===== config.mk =====
export PLATFORM = sky130hd
export DESIGN_NAME = mtfe_cell
export DESIGN_NICKNAME = d
export VERILOG_FILES = /design/src/sv/mtfe_pkg.sv /design/src/sv/mtfe_cell.sv
export SDC_FILE = /design/constraint.sdc
export NUM_CORES = 1
export LEC_CHECK = 0
export BUFFER_PORTS_ARGS = -buffer_cell sky130_fd_sc_hd__buf_2
export CAP_MARGIN = 20
export CORE_ASPECT_RATIO = 0.7
export CORE_MARGIN = 5
export CORE_UTILIZATION = 35
export DETAILED_ROUTE_END_ITERATION = 8
export PLACE_DENSITY = 0.65
export SLEW_MARGIN = 0
export SYNTH_ARGS = -nofsm -noshare
export SYNTH_HDL_FRONTEND = slang
export SYNTH_SLANG_ARGS = --single-unit

===== constraint.sdc =====
create_clock -name clk -period 2.15 [get_ports clk]
set_clock_uncertainty 0.2 [all_clocks]
set_input_delay 0.215 -clock clk [delete_from_list [all_inputs] [get_ports clk]]
set_output_delay 0.215 -clock clk [all_outputs]
set_load 0.02 [all_outputs]

===== src/sv/mtfe_pkg.sv =====
// ----------------------------------------------------------------------------
// mtfe_pkg
// Shared constants and types for the move-to-front encoder.
// ----------------------------------------------------------------------------
package mtfe_pkg;

  localparam int ALPHABET_SIZE = 256;
  localparam int SYM_W         = 8;
  localparam int IDX_W         = (ALPHABET_SIZE > 1) ? $clog2(ALPHABET_SIZE) : 1;

  // transaction travelling down the cell chain
  typedef struct packed {
    logic             valid;
    logic [SYM_W-1:0] symbol;
    logic             block_start;
    logic [SYM_W-1:0] carry;
    logic             found;
    logic [IDX_W-1:0] rank;
  } mtfe_wave_t;

endpackage


===== src/sv/mtfe_cell.sv =====
// ----------------------------------------------------------------------------
// mtfe_cell
// One list position: holds one entry, compares it with the passing symbol
// and swaps it with the carried entry until the symbol has been found.
// ----------------------------------------------------------------------------
module mtfe_cell
  import mtfe_pkg::*;
(
  input  logic             clk,
  input  logic             rst_n,
  input  logic             advance,
  input  logic [IDX_W-1:0] cell_idx,
  input  mtfe_wave_t       wave_in,
  output mtfe_wave_t       wave_out
);

  logic [SYM_W-1:0] entry_r;
  logic [SYM_W-1:0] entry_nxt;
  logic [SYM_W-1:0] cur;
  mtfe_wave_t       wave_r;
  mtfe_wave_t       wave_nxt;

  always_comb begin
    cur       = wave_in.block_start ? SYM_W'(cell_idx) : entry_r;
    wave_nxt  = wave_in;
    entry_nxt = entry_r;
    if (wave_in.valid) begin
      if (wave_in.found) begin
        entry_nxt = cur;
      end else if (cur == wave_in.symbol) begin
        entry_nxt      = wave_in.carry;
        wave_nxt.found = 1'b1;
        wave_nxt.rank  = cell_idx;
      end else begin
        entry_nxt      = wave_in.carry;
        wave_nxt.carry = cur;
      end
    end
  end

  always_ff @(posedge clk) begin
    if (!rst_n) begin
      entry_r      <= SYM_W'(cell_idx);
      wave_r.valid <= 1'b0;
    end else if (advance) begin
      entry_r <= entry_nxt;
      wave_r  <= wave_nxt;
    end
  end

  assign wave_out = wave_r;

endmodule


==> run_results.csv <==
group,metric,value,unit
drt,routed-wl-met2,1760,um
power_and_ir_drop,p_leak,1.05,nW
power_and_ir_drop,peakVddDrop,0.368,mV
logic_synthesis,synth_nets,152,
power_and_ir_drop,seqPwrFrac,51.4,%
outcome,violations,"negative setup slack",
min_path,hp-class,"in -> reg",
power_and_ir_drop,clkPwrFrac,27.9,%
logic_synthesis,ys_seq_elements,35,
logic_synthesis,syn_inst,114,
logic_synthesis,synth_fa_ha_area_share,0,%
logic_synthesis,synthSimpleGateAreaFrac,5.79,%
global_routing,grt_overflow,0,
logic_synthesis,synth_top_area_share,61.3,%
drt,vias_per_cell,4.60,
drt,dr_wl_met3,263,um
clock_tree,cts.clk_slew.worst_paths,0.07,ns
timing,finalHoldViolations,0,
drt,post-route-drc-count,0,
drt,wirelength_met1,1950,um
logic_synthesis,mappedNetlistArea,1670,um2
clock_tree,tritoncts,"done",
timing,fin_crit,2.16,ns
logic_synthesis,yosysMostFrequentCell,"edfxtp_1",
place,postPlaceCellArea,2190,um2
logic_synthesis,yosys_warnings,0,
timing,post-route-worst-setup-slack,-0.00520,ns
timing,rsz0062_at_grt,"yes",
logic_synthesis,yosysSeqAreaShare,62.5,%
drt,drt_iter0_drc,77,
clock_tree,clk_path_buf_depth,2,
clock_tree,cts_setup_buffers,0,
drt,top_layer,"met4",
worst_setup_path,crit_fanout,8,
global_routing,grt_usage,13.5,%
timing,max_freq,464,MHz
timing,finalSetupViolCount,2,
drt,routed-via-count,1211,
logic_synthesis,synthMuxAreaShare,20.4,%
global_routing,antenna_found_initial,0,
floorplan,chipWidth,92.4,um
drt,post_drt_wl_per_cell,15.3,um
flow_run,drv_cap,0,
drt,wirelength,4030,um
logic_synthesis,async_flop_share,0,%
timing,relSlewSlack,76.3,%
finish,antenna_cells,0,
worst_setup_path,cp.arrival,1.99,ns
timing,holdWs,0.0264,ns
finish,drive_above_1_share,55.8,%
floorplan,start_util,35.4,%
clock_tree,cts_sinks,35,
worst_setup_path,start_kind,"primary input",
outcome,status,"finished, violations left",
global_routing,grt_max_degree,22,
floorplan,die_height,67.7,um
place,place_congestion,0.731,
clock_tree,numCtsBuffers,5,
place,port_buffers,64,
worst_setup_path,endpoint_kind,"flop",
logic_synthesis,synth_cell_types,18,
logic_synthesis,synthTopCellsByCount,"edfxtp_1 (34), mux2_2 (16), mux2i_1 (16)",
finish,final_area,2410,um2
timing,post-route-period-util,100,%
place,dp_hpwl,3000,um
timing,slew_viol_final,0,
logic_synthesis,syn_area_per_cell,14.6,um2
power_and_ir_drop,power_density,660,nW/um2
power_and_ir_drop,swShare,26.0,%
power_and_ir_drop,p_int,1.18,mW
floorplan,core_area,4700,um2
finish,fin_nets,244,
logic_synthesis,synth_xor_area_share,4.21,%
worst_setup_path,cp_data_required_time,1.98,ns
drt,dr.pass1.iters,4,
clock_tree,insertion_delay,0.29,ns
floorplan,rows,21,
place,dp_cells,248,
finish,areaGrowthSynthToFinish,44.8,%
power_and_ir_drop,power_frac_comb,20.7,%
power_and_ir_drop,p_sw,0.413,mW
finish,fin_cells,263,
logic_synthesis,synth_area_leader_cell,"edfxtp_1",
clock_tree,htreeDepth,2,
global_routing,grt_pass1_wl,6270,um
logic_synthesis,synthFlopType,"edfxtp_1",
logic_synthesis,synth_top_family_by_area,"multiplexers",
clock_tree,root_buffer,"clkbuf_8",
timing,worstMarginPinSlew,0.355,ns
logic_synthesis,synth-compound-area-share,3.91,%
worst_setup_path,worst-setup-path-type,"in -> reg",
floorplan,ios,65,
floorplan,dieArea,6260,um2
logic_synthesis,synth_area_leaders,"edfxtp_1 (61%), mux2_2 (11%), mux2i_1 (9.6%)",
drt,antenna_left,0,
logic_synthesis,synth-edff-count,34,
global_routing,grt_pass1_vias,1241,
## kinds of logic (layout without fill, tap and decap cells)
logic type      count (synthesis)  count (layout)
xor+xnor                        8               8
flops                          35              35
compound gates                 11              11
simple gates                   16              16
mux                            32              32
buf+inv                        12             104
## layer usage
layer  global-route usage [%]  up-vias
met1                     18.6      551
met5                        0        -
li1                         -      607
met4                     5.00        0
met2                     20.3       47
met3                     3.67        6
## critical path, cell delays in order
cell and delay (ns):
dlygate4sd3_1 0.52, buf_2 0.14, xnor2_2 0.14, nor4_2 0.28, buf_4 0.17, nand4b_4 0.09, buf_6 0.16, mux2_2 0.27
## timing repair
action | 4_1_cts | 5_1_grt
endpoints found under the setup margin | 8 | 9
pin swaps | 1 | 3
resized for setup | 5 | 5
endpoints found under the hold margin | 8 | 0
hold buffers | 8 | 0
## through the flow
step	worst slack (ns)	power, mW	setup TNS [ns]	utilization [%]
detailed placement	-0.265	1.13	-3.26	46.5
global placement	-0.242	1.12	-3.13	46.5
CTS	0.00518	1.59	0	50.5
finish	-0.00520	1.59	-0.00763	51.3
global route	-0.0759	1.67	-0.545	51.3
floorplan	-0.0137	0.995	-0.109	-
## layout make-up
| cell class | count | area (um2) |
|---|---|---|
| Clock buffer | 5 | 68.8 |
| Tap cell | 57 | 71.3 |
| Multi-Input combinational cell | 67 | 644 |
| Fill cell | 416 | 2290 |
| Sequential cell | 35 | 1040 |
| Timing Repair Buffer | 89 | 547 |
| Clock inverter | 2 | 8.76 |
| Inverter | 8 | 30.0 |
## registers in the layout (all words and copies together), names as in the netlist
name	flops
wave_out	27
entry_r	8
## path summary, 6_finish.rpt
kind / slack [ns] / cells past startpoint / start / end
worst min-delay path: 0.03 / 2 / wave_in[7] / wave_out[7]
worst max-delay path: -0.005 / 8 / wave_in[24] / wave_out[0]
worst max register to register: 0.01 / 7 / entry_r[6] / wave_out[0]
worst min register to register: 0.28 / 2 / wave_out[26] / wave_out[26]
## cells in the final DEF (no fill, tap or decap), drive strengths merged, types with 6 or more instances in the layout
master and n:
buf 80, mux2 16, dlygate4sd3 8, inv 8
edfxtp 34, nor2 8, mux2i 16, a21oi 9
xnor2 8, clkbuf 6
## power groups by stage
stage          clock network, mW  registers (mW)  logic (mW)
2_1_floorplan                  0           0.873       0.122
3_3_place_gp                   0           0.830       0.295
3_5_place_dp                   0           0.832       0.296
4_1_cts                    0.454           0.818       0.318
5_1_grt                    0.491           0.823       0.356
6_report                   0.445           0.818       0.329
Note: power is estimated with default switching activity, not from simulation.
